--- config.mk ---
export PLATFORM = sky130hd
export DESIGN_NAME = ncdf_out
export DESIGN_NICKNAME = d
export VERILOG_FILES = /design/src/rtl/core/ncdf_pkg.sv /design/src/rtl/core/ncdf_out.sv
export SDC_FILE = /design/constraint.sdc
export NUM_CORES = 2
export LEC_CHECK = 0
export ABC_CLOCK_PERIOD_IN_PS = 9920
export BUFFER_PORTS_ARGS = -buffer_cell sky130_fd_sc_hd__buf_2
export CAP_MARGIN = 20
export CORE_UTILIZATION = 45
export CTS_CLUSTER_DIAMETER = 50
export DETAILED_ROUTE_END_ITERATION = 7
export HOLD_SLACK_MARGIN = 0.1
export PLACE_DENSITY = 0.72
export SLEW_MARGIN = 20
export SYNTH_ARGS = -nofsm -noshare
export SYNTH_HDL_FRONTEND = slang
export SYNTH_SLANG_ARGS = --single-unit
--- constraint.sdc ---
create_clock -name clk_i -period 9.92 [get_ports clk_i]
set_input_delay 0.496 -clock clk_i [delete_from_list [all_inputs] [get_ports clk_i]]
set_output_delay 0.496 -clock clk_i [all_outputs]
set_load 0.05 [all_outputs]
--- src/rtl/core/ncdf_pkg.sv ---
// Shared constants, stage counts and the side-band item record for the
// normal CDF pipeline. No dependencies.
`timescale 1ns / 1ps
`default_nettype none

package ncdf_pkg;

  localparam int FRAC_BITS_DEF = 16;
  localparam int OUT_BITS_DEF  = 16;

  // Internal Q30 format; QW bits hold 0 .. 1.0
  localparam int QB = 30;
  localparam int QW = QB + 1;
  localparam logic [QW-1:0] QONE = 31'h4000_0000;

  localparam int ZW = 33;  // z below 6.0 in Q30
  localparam int KW = 7;   // integer part of the exponent

  localparam logic [28:0] COEF_P  = 29'd351748265;
  localparam logic [29:0] Q_LN2   = 30'd744261118;
  localparam logic [30:0] Q_LOG2E = 31'd1549082005;

  localparam int HAW = 35;
  localparam logic signed [HAW-1:0] HRN_A5 = 35'sd1139675401;
  localparam logic signed [HAW-1:0] HRN_ADD [5] = '{
    -35'sd1560310108, 35'sd1526231383, -35'sd305476044, 35'sd273621191, 35'sd0
  };

  localparam int EXP_TERMS = 12;

  localparam int DIST_NS = 3;
  localparam int EXP_NS  = 3 + 3 * EXP_TERMS + 1;
  localparam int DIV_NS  = 2 + QW;
  localparam int HRN_NS  = 10;
  localparam int OUT_NS  = 2;

  localparam int EXP_OFS = DIST_NS;
  localparam int DIV_OFS = EXP_OFS + EXP_NS;
  localparam int HRN_OFS = DIV_OFS + DIV_NS;
  localparam int OUT_OFS = HRN_OFS + HRN_NS;
  localparam int NUM_STAGES = OUT_OFS + OUT_NS;

  localparam int CFG_IDX_W = 1;
  typedef enum logic [CFG_IDX_W-1:0] {
    REG_MEAN      = 1'b0,
    REG_INV_SCALE = 1'b1
  } cfg_reg_e;

  typedef struct packed {
    logic          below;
    logic          sat;
    logic [ZW-1:0] z;
    logic [KW-1:0] k;
    logic [QW-1:0] e;
    logic [QW-1:0] t;
    logic [QW-1:0] pt;
  } side_t;

endpackage

`default_nettype wire

--- src/rtl/core/ncdf_out.sv ---
// Output stages: erf from the polynomial and exponential, sign, rounding
// to OUT_BITS and saturation. Depends on ncdf_pkg.
`timescale 1ns / 1ps
`default_nettype none

module ncdf_out #(
  parameter int OUT_BITS = ncdf_pkg::OUT_BITS_DEF
) (
  input  logic                         clk_i,
  input  logic [ncdf_pkg::OUT_NS-1:0]  en_i,
  input  ncdf_pkg::side_t              side_i,
  output logic [OUT_BITS:0]            probability_o
);
  import ncdf_pkg::*;

  localparam logic [31:0] RND  = 32'(1) << (QB - 1 - OUT_BITS);
  localparam logic [31:0] PMAX = 32'(1) << OUT_BITS;

  logic [61:0]     pe_q;
  logic            below_q, sat_q;
  logic [QW-1:0]   erf;
  logic [31:0]     sum, res;
  logic [OUT_BITS:0] prob_d, prob_q;

  always_comb begin
    erf = sat_q ? QONE : (QONE - pe_q[60:30]);
    sum = below_q ? ({1'b0, QONE} - {1'b0, erf}) : ({1'b0, QONE} + {1'b0, erf});
    res = ({1'b0, sum[31:1]} + RND) >> (QB - OUT_BITS);
    prob_d = (res > PMAX) ? PMAX[OUT_BITS:0] : res[OUT_BITS:0];
  end

  always_ff @(posedge clk_i) begin
    if (en_i[0]) begin
      pe_q    <= side_i.pt * side_i.e;
      below_q <= side_i.below;
      sat_q   <= side_i.sat;
    end
    if (en_i[1]) begin
      prob_q <= prob_d;
    end
  end

  assign probability_o = prob_q;

endmodule

`default_nettype wire

==> out/qor.yml <==
cts:
  cts_max_level: 2
  cts_root_buf: "clkbuf_16"
  cts_tree: "yes"
  cts_buffers: 5
  clockBufferDepth: 2
  cts_setup_buffers: 0
  clock_sinks: 50
  postCtsResizedCells: 0
  holdBufCountCts: 0
  clk_pin_slew_ns: 0.07
  insertion_delay_ns: 0.30
logic_synthesis:
  synth_commonest_cells: "835 x fa_1, 792 x inv_1, 514 x and2_1"
  synth_area_leaders: "fa_1 51%, and2_1 9.7%, ha_1 9.4%"
  yosys.area.top_type: "fa_1"
  synth.most_common_cell: "fa_1"
  ys_ff_latch: 50
  syn_inst: 3574
  ys_warn_count: 0
  dominantRegCellSynth: "edfxtp_1"
  post_synth.cell_area_avg_um2: 9.26
  synth_fp_nets: 4795
  synth-edff-count: 50
  ys_types: 75
  syn_area_mm2: 0.0331
  async_reset_ff_share_pct: 0
  synth_top_area_share_pct: 50.5
  seq_area_frac_synth_pct: 4.54
timing:
  timing.fmax_ghz: 0.111
  drv_slew: 0
  fin_skew_ns: 0.00694
  slew_headroom_pct: 30.4
  setup-tns-final_ns: 0
  finalSetupViolations: 0
  tightest_slew_ns: 1.04
  min_period_ns: 8.97
  rsz0062_at_grt: "no"
  fin_crit_sh_pct: 90.4
  hold_viol: 0
floorplanning:
  die_x_um: 273
  rows: 99
  start_util_pct: 45.4
  design.die.area_mm2: 0.0746
  boundaryPins: 155
  core_mm2: 0.0728
  die_h_um: 273
routing:
  drc: 0
  drt-vias-per-instance: 5.36
  via_count: 24000
  drt_iter0_drc: 1751
  first_pass_iters: 5
  routedWlPerCell_um: 19.3
  wirelength_um: 86600
  drtAntennaViolNets: 0
global_route:
  grt.total_usage_pct: 24.1
  use_met3_pct: 3.92
  grt_busiest_layer: "met2"
  use_met1_pct: 33.5
  grt_pass1_wl_um: 140000
  grt_overflow: 0
  grt_antenna_before_repair: 7
  grt_use_met2_pct: 38.9
  grt_max_degree: 34
  grt_pass1_vias: 25400
place:
  port-buffer-count: 83
  hpwl_um: 68000
  placed_cells: 4466
  globalplace.congestion: 0.962
worst_setup_path:
  crit_top_cell: "fa_1"
  crit_slowest_cell: "buf_2"
  r2r_end: "probability_o[9]$_SDFFCE_PN0P_"
  worst_setup_path_start_kind: "primary input"
  critPathMaxStageDelay_ns: 0.71
  rr_worst_depth: 15
  cpLargestDelayFamily: "adder cells"
  end_kind: "register"
  cp.required_ns: 9.97
  crit_type: "in -> reg"
  path_buf_inv: 4
  cp_max_fo: 31
  critPathArrivalTime_ns: 9.03
  reg2reg_from: "pe_q[31]$_DFFE_PP_"
  r2r_setup_slack_ns: 4.34
hold_path:
  min_to: "sat_q$_DFFE_PP_"
  whs_path_depth: 1
  holdCritStartpoint: "side_i[133]"
  hold_class: "in -> reg"
final_layout:
  fin_cells: 4477
  final_util_pct: 47.4
  fillerInstances: 6796
  drive_gt1_share_pct: 4.98
  nets: 4735
  syn2layout_area_growth_pct: 4.22
flow_run:
  maxCapViolations: 0
status:
  status: "complete, no violations"
## through the flow
step                      instance area [µm²]  hold WS [ns]  worst slack, ns
final                                   34500         0.384            0.947
after floorplan                         33100         0.595             1.97
after global routing                    34500         0.380            0.459
after CTS                               34500         0.382             1.04
after global placement                  34300         0.675            0.773
after detailed placement                34300         0.690            0.748
## cell type report
class | count | area [µm²] | area share (%)
multi-input cells | 2530 | 27800 | 80.7
inverters | 792 | 2970 | 8.62
flip-flops and latches | 50 | 1500 | 4.35
well taps | 959 | 1200 | 3.48
repair buffers | 135 | 806 | 2.34
clock buffers | 5 | 125 | 0.363
clock inverters | 3 | 43.8 | 0.127
diodes | 3 | 7.51 | 0.0218
## flip-flops by register name (all words and copies together) (netlist names)
signal         flops
below_q            1
sat_q              1
pe_q              31
probability_o     17
## layout by cell type, fill, tap and decap left out, types with 10 or more instances in the layout
| cell | synthesis | routed |
|---|---|---|
| fa_1 | 835 | 835 |
| inv_1 | 792 | 792 |
| and2_1 | 514 | 514 |
| nand2_1 | 503 | 503 |
| ha_1 | 248 | 248 |
| buf_2 | 3 | 83 |
| nor2_1 | 59 | 59 |
| buf_4 | 0 | 52 |
| edfxtp_1 | 50 | 50 |
| xnor2_1 | 41 | 41 |
| a21oi_1 | 36 | 36 |
| xor2_1 | 29 | 29 |
| o21ai_0 | 24 | 24 |
| nor3_1 | 23 | 23 |
| nand4_1 | 19 | 19 |
| a21o_1 | 19 | 19 |
| nand3_1 | 15 | 15 |
| o211ai_1 | 11 | 11 |
| nor2b_1 | 10 | 10 |
| nor4_1 | 10 | 10 |
## cell families after synthesis
| kind of cell | share of synthesized area, % |
|---|---|
| simple gates | 19.1 |
| fa+ha+maj | 59.9 |
| buf+inv | 11.4 |
| compound gates | 3.07 |
| xor+xnor | 1.85 |
| flops | 4.54 |
| mux | 0.185 |
## worst max path at each step
stage               cells after the start  startpoint                  to  slack (ns)
floorplan                              28  side_i[14]  pe_q[57]$_DFFE_PP_        1.97
global placement                       28  side_i[70]  pe_q[59]$_DFFE_PP_        0.77
detailed placement                     27  side_i[10]  pe_q[59]$_DFFE_PP_        0.75
CTS                                    27  side_i[10]  pe_q[59]$_DFFE_PP_        1.04
global route                           27  side_i[10]  pe_q[59]$_DFFE_PP_        0.46
finish                                 27  side_i[10]  pe_q[59]$_DFFE_PP_        0.95
## routing by layer
layer / wire, µm / vias up
met3: 7340 / 187
met5: 38 / -
met1: 35600 / 12400
met4: 2840 / 6
met2: 40800 / 1028
li1: - / 10300
Power is not shown: default switching activity piles up to over one toggle a cycle in this logic, so the estimate is an artifact.
