[src/rtl/core/ncdf_pkg.sv]
// Shared constants, stage counts and the side-band item record for the
// normal CDF pipeline. No dependencies.
`timescale 1ns / 1ps
`default_nettype none

package ncdf_pkg;

  localparam int FRAC_BITS_DEF = 16;
  localparam int OUT_BITS_DEF  = 16;

  // Internal Q30 format; QW bits hold 0 .. 1.0
  localparam int QB = 30;
  localparam int QW = QB + 1;
  localparam logic [QW-1:0] QONE = 31'h4000_0000;

  localparam int ZW = 33;  // z below 6.0 in Q30
  localparam int KW = 7;   // integer part of the exponent

  localparam logic [28:0] COEF_P  = 29'd351748265;
  localparam logic [29:0] Q_LN2   = 30'd744261118;
  localparam logic [30:0] Q_LOG2E = 31'd1549082005;

  localparam int HAW = 35;
  localparam logic signed [HAW-1:0] HRN_A5 = 35'sd1139675401;
  localparam logic signed [HAW-1:0] HRN_ADD [5] = '{
    -35'sd1560310108, 35'sd1526231383, -35'sd305476044, 35'sd273621191, 35'sd0
  };

  localparam int EXP_TERMS = 12;

  localparam int DIST_NS = 3;
  localparam int EXP_NS  = 3 + 3 * EXP_TERMS + 1;
  localparam int DIV_NS  = 2 + QW;
  localparam int HRN_NS  = 10;
  localparam int OUT_NS  = 2;

  localparam int EXP_OFS = DIST_NS;
  localparam int DIV_OFS = EXP_OFS + EXP_NS;
  localparam int HRN_OFS = DIV_OFS + DIV_NS;
  localparam int OUT_OFS = HRN_OFS + HRN_NS;
  localparam int NUM_STAGES = OUT_OFS + OUT_NS;

  localparam int CFG_IDX_W = 1;
  typedef enum logic [CFG_IDX_W-1:0] {
    REG_MEAN      = 1'b0,
    REG_INV_SCALE = 1'b1
  } cfg_reg_e;

  typedef struct packed {
    logic          below;
    logic          sat;
    logic [ZW-1:0] z;
    logic [KW-1:0] k;
    logic [QW-1:0] e;
    logic [QW-1:0] t;
    logic [QW-1:0] pt;
  } side_t;

endpackage

`default_nettype wire

[src/rtl/core/ncdf_dist.sv]
// Distance stage: |x - mean| * inverse_scale, saturation flag and z in Q30.
// Depends on ncdf_pkg.
`timescale 1ns / 1ps
`default_nettype none

module ncdf_dist #(
  parameter int FRAC_BITS = ncdf_pkg::FRAC_BITS_DEF
) (
  input  logic                          clk_i,
  input  logic [ncdf_pkg::DIST_NS-1:0]  en_i,
  input  logic signed [31:0]            sample_i,
  input  logic signed [31:0]            mean_i,
  input  logic [31:0]                   inverse_scale_i,
  output ncdf_pkg::side_t               side_o
);
  import ncdf_pkg::*;

  localparam int PW = 64;
  localparam int ZR = (2 * FRAC_BITS >= QB) ? 2 * FRAC_BITS - QB : 0;
  localparam int ZL = (2 * FRAC_BITS >= QB) ? 0 : QB - 2 * FRAC_BITS;
  localparam logic [PW-1:0] CUT = 64'(6) << (2 * FRAC_BITS);

  logic signed [32:0] diff;
  logic [32:0]        d_q;
  logic               below_q, below1_q;
  logic [48:0]        pp_lo_q, pp_hi_q;
  logic [PW-1:0]      prod, zfull;
  side_t              side_d, side_q;

  assign diff = 33'(sample_i) - 33'(mean_i);

  always_comb begin
    prod  = PW'(pp_lo_q) + (PW'(pp_hi_q) << 16);
    zfull = (2 * FRAC_BITS >= QB) ? (prod >> ZR) : (prod << ZL);
    side_d       = '0;
    side_d.below = below1_q;
    side_d.sat   = (prod >= CUT);
    side_d.z     = zfull[ZW-1:0];
  end

  always_ff @(posedge clk_i) begin
    if (en_i[0]) begin
      below_q <= diff[32];
      d_q     <= diff[32] ? 33'(-diff) : 33'(diff);
    end
    if (en_i[1]) begin
      below1_q <= below_q;
      pp_lo_q  <= d_q * inverse_scale_i[15:0];
      pp_hi_q  <= d_q * inverse_scale_i[31:16];
    end
    if (en_i[2]) begin
      side_q <= side_d;
    end
  end

  assign side_o = side_q;

endmodule

`default_nettype wire

[config.mk]
export PLATFORM = sky130hd
export DESIGN_NAME = ncdf_dist
export DESIGN_NICKNAME = d
export VERILOG_FILES = /design/src/rtl/core/ncdf_pkg.sv /design/src/rtl/core/ncdf_dist.sv
export SDC_FILE = /design/constraint.sdc
export NUM_CORES = 2
export LEC_CHECK = 0
export BUFFER_PORTS_ARGS = -buffer_cell sky130_fd_sc_hd__buf_2
export CORE_AREA = 4 4 334 336
export CTS_CLUSTER_SIZE = 28
export DETAILED_ROUTE_END_ITERATION = 10
export DIE_AREA = 0 0 338 340
export PLACE_DENSITY = 0.66
export SLEW_MARGIN = 10
export SYNTH_ARGS = -nofsm -noshare
export SYNTH_HDL_FRONTEND = slang
export SYNTH_SLANG_ARGS = --single-unit
[constraint.sdc]
create_clock -name clk_i -period 6.9 [get_ports clk_i]
set_clock_uncertainty 0.1 [all_clocks]
set_input_delay 0.345 -clock clk_i [delete_from_list [all_inputs] [get_ports clk_i]]
set_output_delay 0.345 -clock clk_i [all_outputs]
set_load 0.01 [all_outputs]
==> run_results.csv <==
group,metric,value,unit
outcome,run_status,"finished, final reports clean",
clock_tree,tritoncts,"done",
route,detailedRoute.firstPassIterationCount,7,
route,drt_iter0_markers,2036,
placement,last_weighted_congestion_value_of_the_routability_driven_placer,0.901,
timing,final.setup.worst_slack,0.0956,ns
synthesis,postSynthCellCount,4731,
timing,setup-violations-final,0,
route,route.final.wire_length,112000,um
setup_path,reg2reg_path_depth,26,
clock_tree,root_buffer,"clkbuf_16",
clock_tree,htreeDepth,4,
floorplanning,die_height,340,um
setup_path,cp.required,7.08,ns
timing,worst_pin_slew,0.957,ns
hold_path,min_from,"mean_i[0]",
timing,finalCriticalPeriod,6.80,ns
synthesis,post_synth_main_area_contributors,"fa_1, edfxtp_1, ha_1",
grt,globalRouteTotalUtil,19.9,%
grt,grt_antenna_before_repair,7,
hold_path,worstHoldPathCells,3,
hold_path,min_delay_worst_endpoint,"d_q[0]",
timing,slew_headroom,36.2,%
clock_tree,insertion_delay,0.52,ns
grt,grt_first_pass_wirelength,181000,um
grt,number_of_global_route_vias_before_repair,34000,
floorplanning,initial_cell_density_of_the_core,39.6,%
setup_path,crit_path_end_kind,"register",
floorplanning,dieArea,0.115,sq mm
finish,most-common-layout-cells,"inv_1, fa_1, nand2_1",
floorplanning,die_width,338,um
route,routed_via_density,4.99,
setup_path,critPathKind,"reg2reg",
floorplanning,core-area,0.109,sq mm
setup_path,critical_path_arrival,6.99,ns
finish,layout.nets,6322,
clock_tree,cts-hold-fix-buffers,0,
synthesis,avgSynthCellArea,9.10,sq um
setup_path,critical_path.reg2reg.endpoint,"pp_lo_q[47]",
timing,whs,0.165,ns
clock_tree,cts.sink_count,165,
synthesis,synth_largest_area_cell,"fa_1",
hold_path,hold_path.class,"in2reg",
placement,placement.setup.worst_slack,-0.724,ns
setup_path,setup.worst_path.start_class,"register",
floorplanning,io_pins,235,
setup_path,cp_slowest_stage_delay,0.57,ns
setup_path,worst_path_top_cell_family_by_delay,"adder cells",
floorplanning,row_count,121,
clock_tree,clkTransAtPathRegs,0.10,ns
grt,global_route.overflow_total,0,
clock_tree,clk_path_buf_depth,2,
synthesis,synth_seq_cells,165,
route,num_vias,32300,
setup_path,timing.rr.start,"d_q[8]",
placement,numPlacedInstances,6437,
clock_tree,cts_made_buffers,17,
synthesis,synth-async-reset-ratio,0,%
route,drc_violation_count_after_routing,0,
placement,port_buffers,134,
synthesis,portion_of_the_post_synthesis_area_used_by_sequential_elements,11.5,%
setup_path,largest_driver_fanout_on_the_critical_path,5,
timing,finalMaxSlewViolations,0,
grt,grt_max_degree,65,
synthesis,netlist.area_leader.share,40.2,%
finish,postLayoutCellArea,0.0488,sq mm
synthesis,library_cells_used_by_synthesis,81,
route,postRouteAntennaNets,0,
finish,final_instance_count_without_filler_cells,6483,
timing,post-route-period-util,98.6,%
timing,grt_setup_unrepaired,"true",
setup_path,regToRegSetupSlack,0.1,ns
finish,fill_cells,10200,
route,detail_route.wl_per_cell,17.3,um
synthesis,number_of_synthesized_flops_with_an_enable_pin,165,
synthesis,ys.flop_type,"edfxtp_1",
timing,timing_hold_violations_final,0,
finish,area.growth.synth_to_final,13.3,%
placement,dpl.hpwl,95000,um
finish,final_common_cell,"inv_1",
run,max_cap_viols,0,
synthesis,synth_area,0.0430,sq mm
setup_path,crit_path_frequent_cell,"fa_1",
timing,maxClockFrequency,0.147,GHz
setup_path,critical_path_buf_inv_count,7,
finish,drive_gt1_share,13.1,%
placement,postPlaceCellArea,0.0476,sq mm
setup_path,cp_slowest_cell,"fa_1",
synthesis,yosys_warnings,0,
[through the flow]
stage                     TNS (ns)  utilization, %
after floorplan                  0               -
after global placement       -4.45            43.8
after detailed placement     -5.92            43.8
after CTS                        0            44.5
final                            0            44.9
after global routing        -0.694            44.9
[layer usage]
layer,share of wire (%),global-route usage (%),vias up
li1,-,-,14800
met1,43,26.8,16200
met2,47,32.5,1186
met3,8.5,4.54,119
met4,1.8,4.82,0
met5,0,0,-
[flip-flops by register name, indices dropped and copies added, names as in the netlist]
name / count
pp_hi_q: 48
below_q: 1
side_o: 35
pp_lo_q: 47
d_q: 33
below1_q: 1
[layout make-up]
cell class                 count  area, sq um  share of cell area (%)
clock inverter                15          155                   0.318
antenna                        3         7.51                  0.0154
multi-input combinational   3374        33700                    69.0
tap                         1414         1770                    3.63
clock buffer                  17          425                   0.872
sequential                   165         4950                    10.2
timing repair buffer         526         4170                    8.56
inverter                     969         3640                    7.46
[Yosys cell counts, types with 5 or more instances]
cell type,n
o2111ai_1,5
a211oi_1,17
xnor2_1,116
o31a_1,7
o21ai_0,83
mux2i_1,6
clkbuf_1,213
or2_2,5
inv_1,969
fa_1,865
a21boi_0,10
xor2_1,47
buf_2,7
a211o_1,7
ha_1,304
or3_1,6
and3_1,18
a21oi_1,142
nand4_1,22
nor4_1,7
a21o_1,76
nand2_1,712
and2_1,436
o21a_1,36
o21ai_1,6
buf_4,100
o21bai_1,29
edfxtp_1,165
o31ai_1,11
nand2b_1,17
nor3_1,23
nand3_1,33
and4_1,7
o211ai_1,9
nor2_1,103
a31oi_1,17
nor2b_1,23
[worst min-delay path, cell delays in order]
cell and delay, ns:
buf_2 0.07, ha_1 0.15, inv_1 0.04
[what timing repair did]
| action | 4_1_cts | 5_1_grt |
|---|---|---|
| resized for setup | 28 | 94 |
| pin swaps | 11 | 41 |
| endpoints found under the setup margin | 25 | 27 |
| cloned | 0 | 1 |
| buffers inserted | 7 | 6 |
[how the worst max path moves through the flow]
stage,slack [ns],depth (start not counted),end,startpoint
2_1_floorplan,0.05,24,pp_lo_q[47],d_q[8]
3_3_place_gp,-0.64,23,pp_hi_q[40],inverse_scale_i[20]
3_5_place_dp,-0.72,23,pp_hi_q[40],inverse_scale_i[20]
4_1_cts,0.0007,29,pp_lo_q[40],d_q[11]
5_1_grt,-0.15,22,pp_hi_q[40],d_q[8]
6_report,0.1,26,pp_lo_q[47],d_q[8]
[cell families after synthesis]
logic type	after synthesis	synth area share (%)
AOI/OAI and AO/OA	503	7.70
xor gates and xnor gates	163	3.32
adders and majority gates	1169	49.1
buffers and inverters	1291	12.2
DFF	165	11.5
muxes	6	0.140
other	1	0.00871
and+or+nand+nor	1433	16.1
Power is left out: the tool's default activity adds up to more than one toggle a clock period on the data nets, which glitch-free logic cannot reach.
